==> src/hdl/srs_pkg.sv <==
// shared types and constants for the selective repeat sender
`timescale 1ns / 1ps
package srs_pkg;

    localparam int MAX_FRAMES = 256;
    localparam int MAX_WINDOW = 16;

    // address into the acknowledged map, frame counter width
    localparam int AW = $clog2(MAX_FRAMES);
    localparam int CW = $clog2(MAX_FRAMES + 1);
    localparam int WW = $clog2(MAX_WINDOW + 1);

    // fixed field widths
    localparam int TOTAL_W = 9;
    localparam int WIN_W   = 5;
    localparam int SEQ_W   = 8;
    localparam int ACK_W   = 16;

    typedef enum logic [1:0] {
        CMD_ACK     = 2'd0,
        CMD_TIMEOUT = 2'd1,
        CMD_POLL    = 2'd2,
        CMD_POLL_X  = 2'd3
    } t_cmd;

    typedef enum logic [2:0] {
        K_SEND    = 3'd0,
        K_RESEND  = 3'd1,
        K_ACK_OK  = 3'd2,
        K_ACK_BAD = 3'd3,
        K_TIMEOUT = 3'd4,
        K_DONE    = 3'd5,
        K_POLL    = 3'd6
    } t_kind;

    typedef enum logic [0:0] {
        REG_TOTAL  = 1'b0,
        REG_WINDOW = 1'b1
    } t_reg;

    typedef enum logic [1:0] {
        SEQ_ZERO,
        SEQ_NEXT,
        SEQ_ACK,
        SEQ_IDX
    } t_seq_sel;

    typedef enum logic [2:0] {
        S_IDLE,
        S_START,
        S_SEND,
        S_EVT,
        S_SL_RD,
        S_SL_CHK,
        S_RS_RD,
        S_RS_CHK
    } t_state;

    typedef struct packed {
        logic [1:0]       cmd;
        logic [ACK_W-1:0] ack_seq;
    } t_in_item;

    typedef struct packed {
        logic [2:0]       kind;
        logic [SEQ_W-1:0] seq_no;
        logic             last;
    } t_out_item;

    // controller to datapath
    typedef struct packed {
        logic     load;
        logic     do_send;
        logic     do_mark;
        logic     do_slide;
        logic     rs_init;
        logic     rs_next;
        logic     rd_idx;
        logic     emit;
        t_kind    kind;
        t_seq_sel seq_sel;
        logic     last;
    } t_ctl;

    // datapath to controller
    typedef struct packed {
        logic done;
        logic can_send;
        logic ack_ok;
        logic ack_is_base;
        logic sl_more;
        logic rs_more;
        logic rd_acked;
        logic out_free;
        t_cmd cmd;
    } t_stat;

endpackage

==> src/hdl/selective_repeat_sender.sv <==
// top level of the selective repeat sender
//
// usage
//   input channel (i_in_valid / o_in_stall / i_in_item) carries one event beat:
//   ack received, timeout, or poll. a beat is taken when valid is high and
//   stall is low. each event first sends new frames until the window from
//   base is full or all frames are sent, then handles it; done if all acked.
//   output channel (o_out_valid / i_out_stall / o_out_item) gives result beats,
//   the last one of each event flagged by last.
//   config channel (i_cfg_valid / o_cfg_ready) writes total_frames (index 0)
//   or window_size (index 1); write only while no event is in flight.
// timing
//   one event is processed at a time; stall stays high until it finishes.
//   an event passes the start state, then the send and event states unless the
//   transfer is done. a timeout walk, or a slide of the base past acknowledged
//   frames, alternates a read and a check state per frame, set by the
//   registered read of the acknowledged map ram. the longest case is a full
//   window of 16 sends followed by a 16-frame resend walk.
// reset
//   synchronous, active low: base and next go to 0, the acknowledged map
//   reads all zero at once through per-entry valid flops, config to 10 and 4.
// a stalled receiver holds the result register and pauses the sequencer
`timescale 1ns / 1ps
module selective_repeat_sender import srs_pkg::*; (
    input  logic               i_clk,
    input  logic               i_rst_n,
    // event beats
    input  logic               i_in_valid,
    output logic               o_in_stall,
    input  t_in_item           i_in_item,
    // result beats
    output logic               o_out_valid,
    input  logic               i_out_stall,
    output t_out_item          o_out_item,
    // config writes
    input  logic               i_cfg_valid,
    output logic               o_cfg_ready,
    input  logic [1:0]         i_cfg_index,
    input  logic [TOTAL_W-1:0] i_cfg_data
);

    t_ctl  ctl;
    t_stat stat;

    // config writes are always taken
    assign o_cfg_ready = 1'b1;

    // sequencer: fill window, then ack / timeout / poll handling
    srs_ctrl u_ctrl (
        .i_clk      (i_clk),
        .i_rst_n    (i_rst_n),
        .i_in_valid (i_in_valid),
        .o_in_stall (o_in_stall),
        .i_stat     (stat),
        .o_ctl      (ctl)
    );

    // pointers, acknowledged map, config and result register
    srs_datapath u_dp (
        .i_clk       (i_clk),
        .i_rst_n     (i_rst_n),
        .i_in_item   (i_in_item),
        .i_cfg_valid (i_cfg_valid && o_cfg_ready),
        .i_cfg_index (i_cfg_index),
        .i_cfg_data  (i_cfg_data),
        .i_ctl       (ctl),
        .o_stat      (stat),
        .o_out_valid (o_out_valid),
        .i_out_stall (i_out_stall),
        .o_out_item  (o_out_item)
    );

endmodule

==> src/hdl/srs_ram.sv <==
// generic single write port ram with registered read
`timescale 1ns / 1ps
module srs_ram #(
    parameter int WIDTH = 1,
    parameter int DEPTH = 256
) (
    input  logic                     i_clk,
    input  logic                     i_we,
    input  logic [$clog2(DEPTH)-1:0] i_waddr,
    input  logic [WIDTH-1:0]         i_wdata,
    input  logic [$clog2(DEPTH)-1:0] i_raddr,
    output logic [WIDTH-1:0]         o_rdata
);

    logic [WIDTH-1:0] r_mem [DEPTH];
    logic [WIDTH-1:0] r_rdata;

    always_ff @(posedge i_clk) begin
        if (i_we) begin
            r_mem[i_waddr] <= i_wdata;
        end
        r_rdata <= r_mem[i_raddr];
    end

    assign o_rdata = r_rdata;

endmodule

==> src/hdl/srs_datapath.sv <==
// window pointers, acknowledged map, config registers and result register
`timescale 1ns / 1ps
module srs_datapath import srs_pkg::*; (
    input  logic               i_clk,
    input  logic               i_rst_n,
    input  t_in_item           i_in_item,
    input  logic               i_cfg_valid,
    input  logic [1:0]         i_cfg_index,
    input  logic [TOTAL_W-1:0] i_cfg_data,
    input  t_ctl               i_ctl,
    output t_stat              o_stat,
    output logic               o_out_valid,
    input  logic               i_out_stall,
    output t_out_item          o_out_item
);

    logic [TOTAL_W-1:0] r_total;
    logic [WIN_W-1:0]   r_win;
    logic [1:0]         r_cmd;
    logic [ACK_W-1:0]   r_ack;
    logic [CW-1:0]      r_base;
    logic [CW-1:0]      r_next;
    logic [CW-1:0]      r_idx;
    logic [MAX_FRAMES-1:0] r_vld;
    logic               r_rd_vld;
    logic               r_out_valid;
    t_out_item          r_out;

    logic [CW-1:0]      eff_total;
    logic [WW-1:0]      eff_win;
    logic [CW:0]        lim;
    logic               we;
    logic [AW-1:0]      waddr;
    logic [AW-1:0]      raddr;
    logic               rd_data;
    logic               out_free;
    logic [SEQ_W-1:0]   seq;

    // saturate the config into legal ranges
    always_comb begin
        if (int'(r_total) > MAX_FRAMES) begin
            eff_total = CW'(MAX_FRAMES);
        end else begin
            eff_total = CW'(r_total);
        end
        if (r_win == '0) begin
            eff_win = WW'(1);
        end else if (int'(r_win) > MAX_WINDOW) begin
            eff_win = WW'(MAX_WINDOW);
        end else begin
            eff_win = WW'(r_win);
        end
    end

    assign lim      = {1'b0, r_base} + (CW+1)'(eff_win);
    assign out_free = !r_out_valid || !i_out_stall;

    always_comb begin
        o_stat.done        = r_base >= eff_total;
        o_stat.can_send    = ({1'b0, r_next} < lim) && (r_next < eff_total);
        o_stat.ack_ok      = (int'(r_ack) < int'(eff_total)) && (int'(r_ack) < int'(r_next));
        o_stat.ack_is_base = int'(r_ack) == int'(r_base);
        o_stat.sl_more     = (r_base < eff_total) && (r_base < r_next);
        o_stat.rs_more     = (r_idx < eff_total) && (r_idx < r_next);
        o_stat.rd_acked    = r_rd_vld && rd_data;
        o_stat.out_free    = out_free;
        o_stat.cmd         = t_cmd'(r_cmd);
    end

    // config registers
    always_ff @(posedge i_clk) begin
        if (!i_rst_n) begin
            r_total <= TOTAL_W'(10);
            r_win   <= WIN_W'(4);
        end else if (i_cfg_valid) begin
            if (i_cfg_index == {1'b0, REG_TOTAL}) begin
                r_total <= i_cfg_data;
            end else if (i_cfg_index == {1'b0, REG_WINDOW}) begin
                r_win <= i_cfg_data[WIN_W-1:0];
            end
        end
    end

    always_ff @(posedge i_clk) begin
        if (i_ctl.load) begin
            r_cmd <= i_in_item.cmd;
            r_ack <= i_in_item.ack_seq;
        end
    end

    always_ff @(posedge i_clk) begin
        if (!i_rst_n) begin
            r_base <= '0;
            r_next <= '0;
            r_idx  <= '0;
        end else begin
            if ((i_ctl.do_mark && o_stat.ack_is_base) || i_ctl.do_slide) begin
                r_base <= r_base + CW'(1);
            end
            if (i_ctl.do_send) begin
                r_next <= r_next + CW'(1);
            end
            if (i_ctl.rs_init) begin
                r_idx <= r_base;
            end else if (i_ctl.rs_next) begin
                r_idx <= r_idx + CW'(1);
            end
        end
    end

    // acknowledged map: ram plus per-entry valid bits cleared at reset
    assign we    = i_ctl.do_send || i_ctl.do_mark;
    assign waddr = i_ctl.do_send ? r_next[AW-1:0] : r_ack[AW-1:0];
    assign raddr = i_ctl.rd_idx ? r_idx[AW-1:0] : r_base[AW-1:0];

    srs_ram #(
        .WIDTH (1),
        .DEPTH (MAX_FRAMES)
    ) u_acked (
        .i_clk   (i_clk),
        .i_we    (we),
        .i_waddr (waddr),
        .i_wdata (i_ctl.do_mark),
        .i_raddr (raddr),
        .o_rdata (rd_data)
    );

    always_ff @(posedge i_clk) begin
        if (!i_rst_n) begin
            r_vld    <= '0;
            r_rd_vld <= 1'b0;
        end else begin
            if (we) begin
                r_vld[waddr] <= 1'b1;
            end
            r_rd_vld <= r_vld[raddr];
        end
    end

    // result register
    always_comb begin
        case (i_ctl.seq_sel)
            SEQ_NEXT: seq = SEQ_W'(r_next);
            SEQ_ACK:  seq = r_ack[SEQ_W-1:0];
            SEQ_IDX:  seq = SEQ_W'(r_idx);
            default:  seq = '0;
        endcase
    end

    always_ff @(posedge i_clk) begin
        if (!i_rst_n) begin
            r_out_valid <= 1'b0;
        end else if (i_ctl.emit && out_free) begin
            r_out_valid <= 1'b1;
        end else if (!i_out_stall) begin
            r_out_valid <= 1'b0;
        end
    end

    always_ff @(posedge i_clk) begin
        if (i_ctl.emit && out_free) begin
            r_out.kind   <= i_ctl.kind;
            r_out.seq_no <= seq;
            r_out.last   <= i_ctl.last;
        end
    end

    assign o_out_valid = r_out_valid;
    assign o_out_item  = r_out;

    a_base_le_next: assert property (@(posedge i_clk) disable iff (!i_rst_n)
        r_base <= r_next) else $error("window base passed next frame");

    a_window_bound: assert property (@(posedge i_clk) disable iff (!i_rst_n)
        (r_next - r_base) <= CW'(MAX_WINDOW)) else $error("too many frames outstanding");

    a_emit_free: assert property (@(posedge i_clk) disable iff (!i_rst_n)
        i_ctl.emit |-> out_free) else $error("result issued while output register busy");

endmodule

==> src/hdl/srs_ctrl.sv <==
// sequencing state machine for the selective repeat sender
`timescale 1ns / 1ps
module srs_ctrl import srs_pkg::*; (
    input  logic  i_clk,
    input  logic  i_rst_n,
    input  logic  i_in_valid,
    output logic  o_in_stall,
    input  t_stat i_stat,
    output t_ctl  o_ctl
);

    t_state r_state;
    t_state n_state;

    always_ff @(posedge i_clk) begin
        if (!i_rst_n) begin
            r_state <= S_IDLE;
        end else begin
            r_state <= n_state;
        end
    end

    always_comb begin
        n_state = r_state;
        case (r_state)
            S_IDLE: begin
                if (i_in_valid) n_state = S_START;
            end
            S_START: begin
                if (!i_stat.done) n_state = S_SEND;
                else if (i_stat.out_free) n_state = S_IDLE;
            end
            S_SEND: begin
                if (!i_stat.can_send) n_state = S_EVT;
            end
            S_EVT: begin
                case (i_stat.cmd)
                    CMD_ACK: begin
                        if (i_stat.out_free) begin
                            if (i_stat.ack_ok && i_stat.ack_is_base) n_state = S_SL_RD;
                            else n_state = S_IDLE;
                        end
                    end
                    CMD_TIMEOUT: n_state = S_RS_RD;
                    default: begin
                        if (i_stat.out_free) n_state = S_IDLE;
                    end
                endcase
            end
            S_SL_RD: begin
                n_state = i_stat.sl_more ? S_SL_CHK : S_IDLE;
            end
            S_SL_CHK: begin
                n_state = i_stat.rd_acked ? S_SL_RD : S_IDLE;
            end
            S_RS_RD: begin
                if (i_stat.rs_more) n_state = S_RS_CHK;
                else if (i_stat.out_free) n_state = S_IDLE;
            end
            S_RS_CHK: begin
                if (i_stat.rd_acked || i_stat.out_free) n_state = S_RS_RD;
            end
            default: n_state = S_IDLE;
        endcase
    end

    always_comb begin
        o_ctl      = '0;
        o_in_stall = r_state != S_IDLE;
        case (r_state)
            S_IDLE: begin
                o_ctl.load = i_in_valid;
            end
            S_START: begin
                if (i_stat.done && i_stat.out_free) begin
                    o_ctl.emit = 1'b1;
                    o_ctl.kind = K_DONE;
                    o_ctl.last = 1'b1;
                end
            end
            S_SEND: begin
                if (i_stat.can_send && i_stat.out_free) begin
                    o_ctl.do_send = 1'b1;
                    o_ctl.emit    = 1'b1;
                    o_ctl.kind    = K_SEND;
                    o_ctl.seq_sel = SEQ_NEXT;
                end
            end
            S_EVT: begin
                case (i_stat.cmd)
                    CMD_ACK: begin
                        if (i_stat.out_free) begin
                            o_ctl.emit = 1'b1;
                            o_ctl.last = 1'b1;
                            if (i_stat.ack_ok) begin
                                o_ctl.do_mark = 1'b1;
                                o_ctl.kind    = K_ACK_OK;
                                o_ctl.seq_sel = SEQ_ACK;
                            end else begin
                                o_ctl.kind = K_ACK_BAD;
                            end
                        end
                    end
                    CMD_TIMEOUT: o_ctl.rs_init = 1'b1;
                    default: begin
                        if (i_stat.out_free) begin
                            o_ctl.emit = 1'b1;
                            o_ctl.kind = K_POLL;
                            o_ctl.last = 1'b1;
                        end
                    end
                endcase
            end
            S_SL_RD: begin
                o_ctl.rd_idx = 1'b0;
            end
            S_SL_CHK: begin
                o_ctl.do_slide = i_stat.rd_acked;
            end
            S_RS_RD: begin
                o_ctl.rd_idx = 1'b1;
                if (!i_stat.rs_more && i_stat.out_free) begin
                    o_ctl.emit = 1'b1;
                    o_ctl.kind = K_TIMEOUT;
                    o_ctl.last = 1'b1;
                end
            end
            S_RS_CHK: begin
                o_ctl.rd_idx = 1'b1;
                if (i_stat.rd_acked) begin
                    o_ctl.rs_next = 1'b1;
                end else if (i_stat.out_free) begin
                    o_ctl.rs_next = 1'b1;
                    o_ctl.emit    = 1'b1;
                    o_ctl.kind    = K_RESEND;
                    o_ctl.seq_sel = SEQ_IDX;
                end
            end
            default: o_ctl = '0;
        endcase
    end

    a_one_write: assert property (@(posedge i_clk) disable iff (!i_rst_n)
        $onehot0({o_ctl.do_send, o_ctl.do_mark, o_ctl.do_slide}))
        else $error("conflicting map or pointer updates");

    a_resend_unacked: assert property (@(posedge i_clk) disable iff (!i_rst_n)
        (o_ctl.emit && o_ctl.kind == K_RESEND) |-> !i_stat.rd_acked)
        else $error("resend of an acknowledged frame");

    a_load_accept: assert property (@(posedge i_clk) disable iff (!i_rst_n)
        o_ctl.load |-> (i_in_valid && !o_in_stall))
        else $error("payload loaded without an accepted beat");

endmodule
==> config.mk <==
export PLATFORM = sky130hd
export DESIGN_NAME = selective_repeat_sender
export DESIGN_NICKNAME = d
export VERILOG_FILES = /design/src/hdl/srs_pkg.sv /design/src/hdl/selective_repeat_sender.sv /design/src/hdl/srs_ram.sv /design/src/hdl/srs_datapath.sv /design/src/hdl/srs_ctrl.sv
export SDC_FILE = /design/constraint.sdc
export NUM_CORES = 1
export LEC_CHECK = 0
export ABC_AREA = 1
export BUFFER_PORTS_ARGS = -buffer_cell sky130_fd_sc_hd__buf_2
export CELL_PAD_IN_SITES_DETAIL_PLACEMENT = 2
export CELL_PAD_IN_SITES_GLOBAL_PLACEMENT = 2
export CORE_ASPECT_RATIO = 2
export CORE_MARGIN = 2
export CORE_UTILIZATION = 25
export CTS_BUF_LIST = sky130_fd_sc_hd__clkbuf_4
export DETAILED_ROUTE_END_ITERATION = 10
export PLACE_DENSITY = 0.67
export RECOVER_POWER = 50
export SLEW_MARGIN = 20
export SYNTH_ARGS = -nofsm -noshare
export SYNTH_HDL_FRONTEND = slang
export SYNTH_SLANG_ARGS = --single-unit
==> constraint.sdc <==
create_clock -name i_clk -period 6.3 [get_ports i_clk]
set_clock_uncertainty 0.15 [all_clocks]
set_input_delay 0.315 -clock i_clk [delete_from_list [all_inputs] [get_ports i_clk]]
set_output_delay 0.315 -clock i_clk [all_outputs]
set_load 0.02 [all_outputs]
# After elaboration in Yosys (flattened, before gate mapping)
# Memory sizes are Yosys's and may differ from the RTL's. A register that Yosys moved wholly into a read port is not among the register bits.
# Cells that the tools add are included.
# Widths: inputs -> output; s select.
dict set report classes {
  addsub 4
  order_cmp 14
  eq_ne 18
  n_mux 59
  bitwise 2
  reduce_logical 29
}
# operator n
set op_table {}
lappend op_table {{$or 256x256->256} 1}
lappend op_table {{$lt 9x9->1} 5}
lappend op_table {{$lt 16x9->1} 2}
lappend op_table {{$mux 3} 10}
lappend op_table {{$add 9x1->9 const B} 3}
lappend op_table {{$mux 9} 3}
lappend op_table {{$pmux 3 s8} 1}
lappend op_table {{$pmux 8 s3} 1}
lappend op_table {{$mux 1} 23}
lappend op_table {{$pmux 4 s5} 1}
lappend op_table {{$lt 8x9->1 const B} 2}
lappend op_table {{$mux 6} 3}
lappend op_table {{$eq 16x10->1} 1}
lappend op_table {{$mux 8} 2}
lappend op_table {{$eq 3x3->1 const B} 4}
lappend op_table {{$logic_and 1x1->1} 12}
lappend op_table {{$mux 4} 3}
lappend op_table {{$add 9x5->10} 1}
lappend op_table {{$lt 9x10->1} 1}
lappend op_table {{$mux 5} 2}
lappend op_table {{$ge 9x9->1} 1}
lappend op_table {{$gt 9x9->1 const B} 1}
lappend op_table {{$bmux 1 s8} 1}
lappend op_table {{$demux 1 s8} 1}
lappend op_table {{28 further kinds} 41}
dict set report totals {
  ff_bits 332
  ram_bits 256
  input_bits 34
  word_cells 141
  n_memories 1
}
# name words word_bits rd rd_clocked_by_memory_dff write_ports line
set mem_list {}
lappend mem_list {u_dp.u_acked.r_mem 256 1 1 1 1 srs_ram.sv:15} ;# logic [WIDTH-1:0] r_mem [DEPTH];

# Logic depth before layout (Yosys ltp)
# Gate-level depths: netlist (run 1).
dict set report depth {
  ltp_word 15
  mapped_depth 27
  ltp_nobuf 26
}

# Cells and area by module
# From an unflattened synthesis (run 1), not the netlist that was laid out.
dict set report unflattened {
  cells_unflattened 3560
  hier_area_um2 28710.0
}
# mod n_inst cells_each area_per_inst_um2
set by_module_without_submodules {}
lappend by_module_without_submodules {srs_datapath 1 2284 16499.6}
lappend by_module_without_submodules {srs_ram 1 1184 11717.5}
lappend by_module_without_submodules {srs_ctrl 1 90 481.7}
lappend by_module_without_submodules {selective_repeat_sender 1 2 11.3}

# Worst setup path after synthesis (run 1)
# No wires, ideal clock.
dict set report synth_timing {
  path_type {register to register}
  startpoint {reg u_dp.r_total[6]}
  endpoint {reg u_dp.r_base[5]}
  setup_time_ps 115
  arrival_ps 5334
  path_slack_ps 701
  stages_incl_launch_ff 19
  cell_sequence {dfxtp_1 nor2_1 nand2_1 o21ai_4 nand2_1 ha_1 a21oi_1 nor2_1 a211oi_1 nand2_1 nand2_1 nand3_1 inv_1 nand2_1 nand2_1 buf_2 nand3_1 nand2_1 nor2_1}
}
# item line
set synth_lines {}
lappend synth_lines {{from (decl)} srs_datapath.sv:17} ;# logic [TOTAL_W-1:0] r_total;
lappend synth_lines {{from (signal assigned)} srs_datapath.sv:77} ;# r_total <= i_cfg_data;
lappend synth_lines {{to (signal assigned)} srs_datapath.sv:98} ;# r_base <= r_base + CW'(1);
lappend synth_lines {{to (decl)} srs_datapath.sv:21} ;# logic [CW-1:0] r_base;

# Worst setup path in the final report (run 1)
dict set report layout_timing {
  startpoint {reg u_dp.r_win[3]}
  endpoint {mem u_dp.u_acked.r_mem[2], enable pin}
}
dict set report layout_via {
  elab_chain_len 12
  word_cells_on_any_way 14
  cone_classes {add/sub: 1; order compare: 2; mux: 7; reduce/logical: 4}
}
# item line
set layout_rtl {}
lappend layout_rtl {{from (decl)} srs_datapath.sv:18} ;# logic [WIN_W-1:0] r_win;
lappend layout_rtl {{from (signal assigned)} srs_datapath.sv:79} ;# r_win <= i_cfg_data[WIN_W-1:0];
lappend layout_rtl {{$gt 5x5->1} srs_datapath.sv:48} ;# end else if (int'(r_win) > MAX_WINDOW) begin
lappend layout_rtl {{$mux 5} srs_datapath.sv:48}
lappend layout_rtl {{$mux 5 (*)} srs_datapath.sv:46} ;# if (r_win == '0) begin
lappend layout_rtl {{$add 9x5->10 (*)} srs_datapath.sv:55} ;# assign lim = {1'b0, r_base} + (CW+1)'(eff_win);
lappend layout_rtl {{$lt 9x10->1 (*)} srs_datapath.sv:60} ;# o_stat.can_send = ({1'b0, r_next} < lim) && (r_next < eff_total);
lappend layout_rtl {{$logic_and 1x1->1 (*)} srs_datapath.sv:60}
lappend layout_rtl {{$logic_and 1x1->1 (*)} srs_ctrl.sv:82} ;# if (i_stat.can_send && i_stat.out_free) begin
lappend layout_rtl {{$mux 1 (*)} srs_ctrl.sv:82}
lappend layout_rtl {{$mux 1 (*)} srs_ctrl.sv:70} ;# case (r_state)
lappend layout_rtl {{$logic_or 1x1->1} srs_datapath.sv:112} ;# assign we = i_ctl.do_send || i_ctl.do_mark;
lappend layout_rtl {{$mux 1} srs_ram.sv:19} ;# if (i_we) begin
lappend layout_rtl {{$mux 1 (not written as such)} srs_ram.sv:20} ;# r_mem[i_waddr] <= i_wdata;
lappend layout_rtl {{to (decl)} srs_ram.sv:15}
# Mark *: on every way between the ends. The rest lies on a longest branch, timed or not.

==> results of run 1 <==
-- layout make-up --
class,instances,area (sq um)
Clock inverter,35,218
Sequential cell,589,14700
Multi-Input combinational cell,2219,11600
Tap cell,1521,1900
Antenna cell,6,15.0
Timing Repair Buffer,173,1450
Fill cell,13400,82400
Clock buffer,252,1890
Inverter,452,1710
-- per-layer routing --
layer,part of all wire (%),wire (um),vias to the layer above
met3,4.1,4880,167
met4,2.3,2760,0
li1,-,-,12000
met1,45,54000,13400
met2,48,57300,552
met5,0,0,-
-- path summary, 6_finish.rpt --
| check | cells after the start | from | slack [ps] | to |
|---|---|---|---|---|
| worst min register to register | 2 | u_dp.r_vld[17] | 300 | u_dp.r_vld[17] |
| worst min-delay path | 6 | i_out_stall | 260 | u_dp.r_next[0] |
| worst max-delay path | 24 | u_dp.r_win[3] | 650 | u_dp.u_acked.r_mem[2] |
| worst max register to register | 24 | u_dp.r_win[3] | 650 | u_dp.u_acked.r_mem[2] |
-- flip-flops by register name, indices dropped and copies added, names as in the netlist --
signal and count:
u_dp.o_out_item 12, u_dp.r_win 5, u_dp.r_ack 16, u_dp.r_cmd 2
u_dp.r_base 9, u_dp.r_idx 9, u_dp.o_out_valid 1, u_dp.r_next 9
u_dp.r_vld 256, u_ctrl.r_state 3, u_dp.u_acked.r_mem 256, u_dp.r_total 9
u_dp.u_acked.o_rdata 1, u_dp.r_rd_vld 1
-- per-stage QoR --
stage	utilization [%]	hold slack (ps)	power [W]	setup WS (ps)
CTS	28.9	103	0.00927	843
floorplan	-	264	0.00500	701
global placement	26.5	286	0.00549	1070
detailed placement	26.5	296	0.00552	842
global route	28.8	229	0.00951	192
finish	28.8	260	0.00912	646
-- worst max-delay path: cells and delay by family (launching register included) --
kind	cells	cell delay (ps)
AND/OR/NAND/NOR	12	2450
AO/OA/AOI/OAI	4	1030
adder cells (fa/ha/maj)	3	890
buffers and inverters	4	380
flip-flops	1	300
XOR/XNOR	1	180
-- layout by cell type, fill, tap and decap left out, types with 4 or more instances in the layout --
cell             n
nor2_1         305
dfxtp_1        303
o21bai_1        35
nand2_2         14
inv_1          434
xor2_1          17
nand2_4          9
o21ai_4          9
buf_12          10
nor2_2          10
clkinvlp_4       4
clkinv_1        19
a31oi_1          8
clkbuf_1        24
buf_2           29
o22ai_1         22
clkbuf_4       252
nand3_1        568
a22oi_1          5
nor3_1          12
nor2_4          18
nor4_1           5
o21ai_2          6
o211ai_1        90
nand4_1         12
nand2_1        494
ha_1            73
buf_4           32
diode_2          6
o21ai_0        150
inv_2           21
dlygate4sd3_1   76
edfxtp_1       286
a21oi_1        316
-- report_power, final --
part | switching, W | total [W] | internal, W
Clock | 0.00178 | 0.00368 | 0.00190
Sequential | 0.0000576 | 0.00411 | 0.00405
Combinational | 0.00109 | 0.00133 | 0.000246
-- kinds of logic (layout without fill, tap and decap cells) --
group,after synthesis,in the layout,share of synthesized area (%)
other,1,7,0.0129
buffers and inverters,688,912,9.77
adders and majority gates,74,74,3.21
xor gates and xnor gates,20,20,0.603
and+or+nand+nor,1460,1460,22.8
AOI/OAI and AO/OA,664,664,13.2
DFF,589,589,50.4
-- what timing repair did --
item / in CTS / in global routing
hold endpoints to repair: 78 / 0
setup buffers: 0 / 0
hold buffers: 76 / 0
==> results.cfg, run 1 <==
[clocking]
clock-sinks = 589
path_clk_slew_ps = 60
cts_tree = yes
cts_buffer_depth = 3
cts.repair.resized = 0
cts_made_buffers = 158
insertion_delay_ps = 1100
clockRootBuffer = clkbuf_4
cts_htree_levels = 4

[grt]
grt.busiest_layer = met2
use_met2_pct = 33.4
grt_pass1_vias = 27900
grt_pass1_wl_um = 181000
grt.total_usage_pct = 20.0
overflow = 0
antenna_found_initial = 2
grt_max_degree = 175
use_met1_pct = 26.7
use_met3_pct = 2.83

[critical_path]
critPathMaxStageDelay_ps = 820
path_class = flop to flop
required_ps = 6940
crit_slowest_cell = nor2_2
cpMostUsedCell = nand2_1
path_cells = inv_1, a31oi_1, nor2_1, ha_1, inv_1, fa_1, o21ai_0, a21oi_1, nor2_1, xor2_1, ha_1, nand2_1, inv_1, nand2_1, nand2_1, nand2_1, nand2_1, a21oi_1, nand4_1, nand2_1, nand2_4, nor2_2, nand3_1, inv_1
cp-start-kind = flop
crit_fanout = 17
end_kind = flop
cp.arrival_ps = 6300

[yosys]
synthCells = 3496
async_flop_share_pct = 0
synth_seq_cells = 589
syn_nets = 3604
yosysTopAreaCellShare_pct = 29.5
yosysMostFrequentCell = nand3_1
synth.distinct_cells = 53
ys_seq_area_share_pct = 50.4
synth_common_cells = nand3_1 (568), nand2_1 (495), inv_1 (436)
synth_area_sq_mm = 0.0291
synthFlopType = dfxtp_1
synth.largest_area_cell = edfxtp_1
syn_avg_cell_area_sq_um = 8.31
synth_edf_count = 286
synthTopCellsByArea = edfxtp_1 (30%), dfxtp_1 (21%), nand3_1 (9.8%), nand2_1 (6.4%), inv_1 (5.6%)
yosysWarnings = 0

[route]
viasPerCell = 4.98
via_count = 26200
wl_per_cell_um = 22.7
drcViolationCount = 0
wl_um = 119000
drtPass1Iterations = 5
ant_nets = 0
first_iter_violations = 1617

[placed_design]
dpl.hpwl_um = 73400
place.port_buffers = 47
gp_congestion = 0.798
place_area_sq_mm = 0.0307
place_inst = 4878

[finish]
final_nets = 3701
syn_to_final_growth_pct = 14.9
stdcell_count = 5247
finalInstanceArea_sq_mm = 0.0334
drive_gt1_share_pct = 11.6

[sta]
fin_tns_setup_ps = 0
drv_slew = 116
hold_violations = 0
slew_headroom_pct = -34.7
tightest_slew_ps = 2020
fmax_mhz = 177
rsz0062_at_grt = false
min_period_ps = 5650
post-route-period-util_pct = 89.7
setup_viol = 0

[power]
power_leakage_nw = 12.9
power_density_mw_per_mm2 = 273
ir_worst_vdd_v = 0.000188

[min_path]
holdCritPathClass = input port to flop

[outcome]
violations = capacitance limit, slew limit
status = finished, violations left

[floorplanning]
rows = 177
fp.dieArea_sq_mm = 0.119
die_x_um = 245
start_util_pct = 25.1
core_area_sq_mm = 0.116
die_h_um = 486
io_pins = 49

[run]
maxCapViolCount = 2
Note: power is estimated with default switching activity, not from simulation.
==> inputs of run 2 (changes only) <==
Settings changed: CORE_UTILIZATION 25 to 41, PLACE_DENSITY 0.67 to 0.95.
==> results.cfg, run 2 <==
[floorplanning]
die_x_um = 192
start_util_pct = 41.3
die_h_um = 381
io_pins = 49
rows = 138

[clocking]
cts_htree_levels = 4
clockRootBuffer = clkbuf_4
cts_buffer_depth = 3
cts_made_buffers = 145
clock-sinks = 589

[placed_design]
gp_congestion = 0.911
dpl.hpwl_um = 86900
place_inst = 4265
place.port_buffers = 47

[grt]
grt.total_usage_pct = 68.6
overflow = 409
grt_max_degree = 155

[outcome]
status = stopped before the end
lastStage = 5_1_grt
error = [ERROR GRT-0232] Routing congestion too high. Check the congestion heatmap in the GUI.

[yosys]
synth.distinct_cells = 53
synth_seq_cells = 589
yosysMostFrequentCell = nand3_1
ys_seq_area_share_pct = 50.4
yosysWarnings = 0
synth_edf_count = 286
synth_top_family_by_area = simple AND/OR/NAND/NOR gates
synthTopCellsByArea = edfxtp_1 (30%), dfxtp_1 (21%), nand3_1 (9.8%), nand2_1 (6.4%), inv_1 (5.6%)
synth-xor-area-share_pct = 0.603
synth_common_cells = nand3_1 (568), nand2_1 (495), inv_1 (436)
synthFlopType = dfxtp_1
synth.largest_area_cell = edfxtp_1
synthCells = 3496
synth_compound_area_share_pct = 13.2
syn_avg_cell_area_sq_um = 8.31
synthSimpleGateAreaFrac_pct = 22.8
synth_area_sq_mm = 0.0291
synth_mux_area_share_pct = 0
async_flop_share_pct = 0
syn_nets = 3604
synth-adder-area-share_pct = 3.21
yosysTopAreaCellShare_pct = 29.5

[sta]
worst_endpoint = u_dp.u_acked.r_mem[167]$_DFFE_PP_/DE
worstEndpointType = register input
==> run 2: cell counts after synthesis <==
No cell type changed its count.
==> run 2: cell families after synthesis <==
| family | after synthesis |
|---|---|
| compound gates | 664 |
| xor+xnor | 20 |
| fa+ha+maj | 74 |
| buf+inv | 688 |
| flops | 589 |
| other cells | 1 |
| simple gates | 1460 |
==> run 2: routing by layer <==
metal	track usage, %	overflow
met3	52.2	4
met4	71.5	167
met2	84.8	238
met1	68.1	0
met5	16.4	0
==> run 2: what timing repair did <==
action,4_1_cts
setup buffers,12
endpoints found under the setup margin,80
hold endpoints to repair,68
gates resized for setup,8
hold buffers,71
gates cloned,1
pin swaps,5
==> run 2: through the flow <==
| stage | setup slack (ps) | setup TNS (ps) | cell area [sq um] | hold slack, ps |
|---|---|---|---|---|
| floorplan | 701 | 0 | 29100 | 264 |
| global placement | 1060 | 0 | 29800 | 286 |
| detailed placement | 166 | 0 | 29900 | 299 |
| CTS | -35.9 | -35.9 | 32700 | 39.1 |
==> inputs of run 3 (changes only) <==
Settings changed: CELL_PAD_IN_SITES_DETAIL_PLACEMENT 2 to unset, CELL_PAD_IN_SITES_GLOBAL_PLACEMENT 2 to unset, CORE_ASPECT_RATIO 2 to unset, CORE_UTILIZATION 41 to 40, CTS_BUF_LIST sky130_fd_sc_hd__clkbuf_4 to unset, PLACE_DENSITY 0.95 to unset, PLACE_DENSITY_LB_ADDON set to 0.15.
==> results.cfg, run 3 (same netlist as run 1, synthesis figures left out) <==
[power]
clkPwrFrac_pct = 43.3
comb_power_share_pct = 12.6
power_leakage_nw = 12.5
ir_worst_vdd_v = 0.000198
swShare_pct = 28.6
power_frac_seq_pct = 44.1
intPower_w = 0.00665
power_density_mw_per_mm2 = 288
p_sw_w = 0.00266

[finish]
multi_input_area_sq_mm = 0.0116
seq_area_sq_mm = 0.0147
drive_gt1_share_pct = 7.48
layout_common_cells = nand3_1 (568), nand2_1 (493), inv_1 (435)
post-route-util_pct = 45.1
nFillCells = 7165
finalInstanceArea_sq_mm = 0.0323
syn_to_final_growth_pct = 11.3
reg_top3 = u_dp.r_vld x256, u_dp.u_acked.r_mem x256, u_dp.r_ack x16
layout_commonest_cell = nand3_1
final_nets = 3562
diodes = 0
stdcell_count = 4455

[grt]
use_met3_pct = 3.18
use_met2_pct = 37.8
grt.busiest_layer = met2
overflow = 0
grt.total_usage_pct = 24.2
grt_pass1_wl_um = 140000
grt_pass1_vias = 22500
antenna_found_initial = 0
grt_max_degree = 257
use_met1_pct = 35.4

[critical_path]
required_ps = 6460
end_kind = flop
cp-start-kind = flop
path_class = flop to flop
regToRegSetupSlack_ps = 600
crit_fanout = 25
cp.arrival_ps = 5850

[floorplanning]
start_util_pct = 40.5
io_pins = 49
core_area_sq_mm = 0.0717
die_h_um = 274
fp.dieArea_sq_mm = 0.0748
die_x_um = 274
rows = 98

[sta]
slew_headroom_pct = -14.5
hold_violations = 0
setup_viol = 0
tightest_slew_ps = 1720
rsz0062_at_grt = false
fmax_mhz = 176
min_period_ps = 5700
post-route-period-util_pct = 90.4
fin_tns_setup_ps = 0
drv_slew = 326
hold_ws_ps = 45.2

[route]
viasPerCell = 5.40
drtPass1Iterations = 5
wl_per_cell_um = 20.5
first_iter_violations = 2399
ant_nets = 0
drcViolationCount = 0
via_count = 24100
wl_um = 91300

[min_path]
holdCritPathClass = input port to flop

[clocking]
cts_made_buffers = 69
clock-sinks = 589
cts_buffer_depth = 3
cts_tree = yes
cts_htree_levels = 3
post_cts_buffers = 0
clockRootBuffer = clkbuf_16
path_clk_slew_ps = 60
insertion_delay_ps = 610

[placed_design]
gp_congestion = 0.896
place_area_sq_mm = 0.0299
place_inst = 4300
place.port_buffers = 47
dpl.hpwl_um = 55900

[outcome]
violations = capacitance limit, slew limit
status = finished, violations left

[run]
maxCapViolCount = 2
run 3: layout make-up:
class | count | share of cell area [%]
repair buffers | 123 | 2.95
clock buffers | 101 | 6.21
inverters | 452 | 5.28
clock inverters | 21 | 0.770
flip-flops and latches | 589 | 45.3
multi-input cells | 2219 | 35.8
well taps | 950 | 3.68
run 3: stage by stage:
stage | power, W | setup slack [ps]
after CTS | 0.00941 | 653
after detailed placement | 0.00537 | 662
final | 0.00931 | 603
after global routing | 0.00962 | 155
after floorplan | 0.00500 | 701
after global placement | 0.00536 | 760
run 3: routing by layer:
metal  wire, um  vias to the layer above  share of wire, %
met5          0                        -                 0
met4       1840                        0               2.0
li1           -                    11700                 -
met2      41500                      682                45
met1      42700                    11600                47
met3       5310                      116               5.8
run 3: worst paths after layout:
check                       start                endpoint  cells after the start
setup / recovery  u_dp.r_total[0]  u_dp.u_acked.r_mem[81]                     16
hold / removal        i_cfg_valid         u_dp.r_total[8]                      3
setup reg to reg  u_dp.r_total[0]  u_dp.u_acked.r_mem[81]                     16
hold reg to reg    u_dp.r_vld[89]          u_dp.r_vld[89]                      2
run 3: what timing repair did:
item                                   in CTS  in global routing
gates resized for setup                     0                  0
endpoints found under the hold margin      36                  0
hold buffers                               33                  0
run 3: critical path, cell delays in order (launching register included):
cell and delay [ps]:
dfxtp_1 350, nor2_1 110, nand2_1 60, o21ai_0 740, nand2_1 400, ha_1 400, a21oi_1 150, o21a_1 120
nand2_1 50, a21oi_1 410, nand4_2 390, buf_4 370, o21ai_1 490, nand2_4 150, inv_1 180, nand3_2 560
nor2_1 290
run 3: power by group through the flow:
stage	combinational (W)	clock [W]	sequential, W
6_report	0.00117	0.00403	0.00411
5_1_grt	0.00126	0.00425	0.00411
4_1_cts	0.00120	0.00411	0.00410
3_5_place_dp	0.00118	0	0.00419
3_3_place_gp	0.00118	0	0.00419
2_1_floorplan	0.000815	0	0.00419
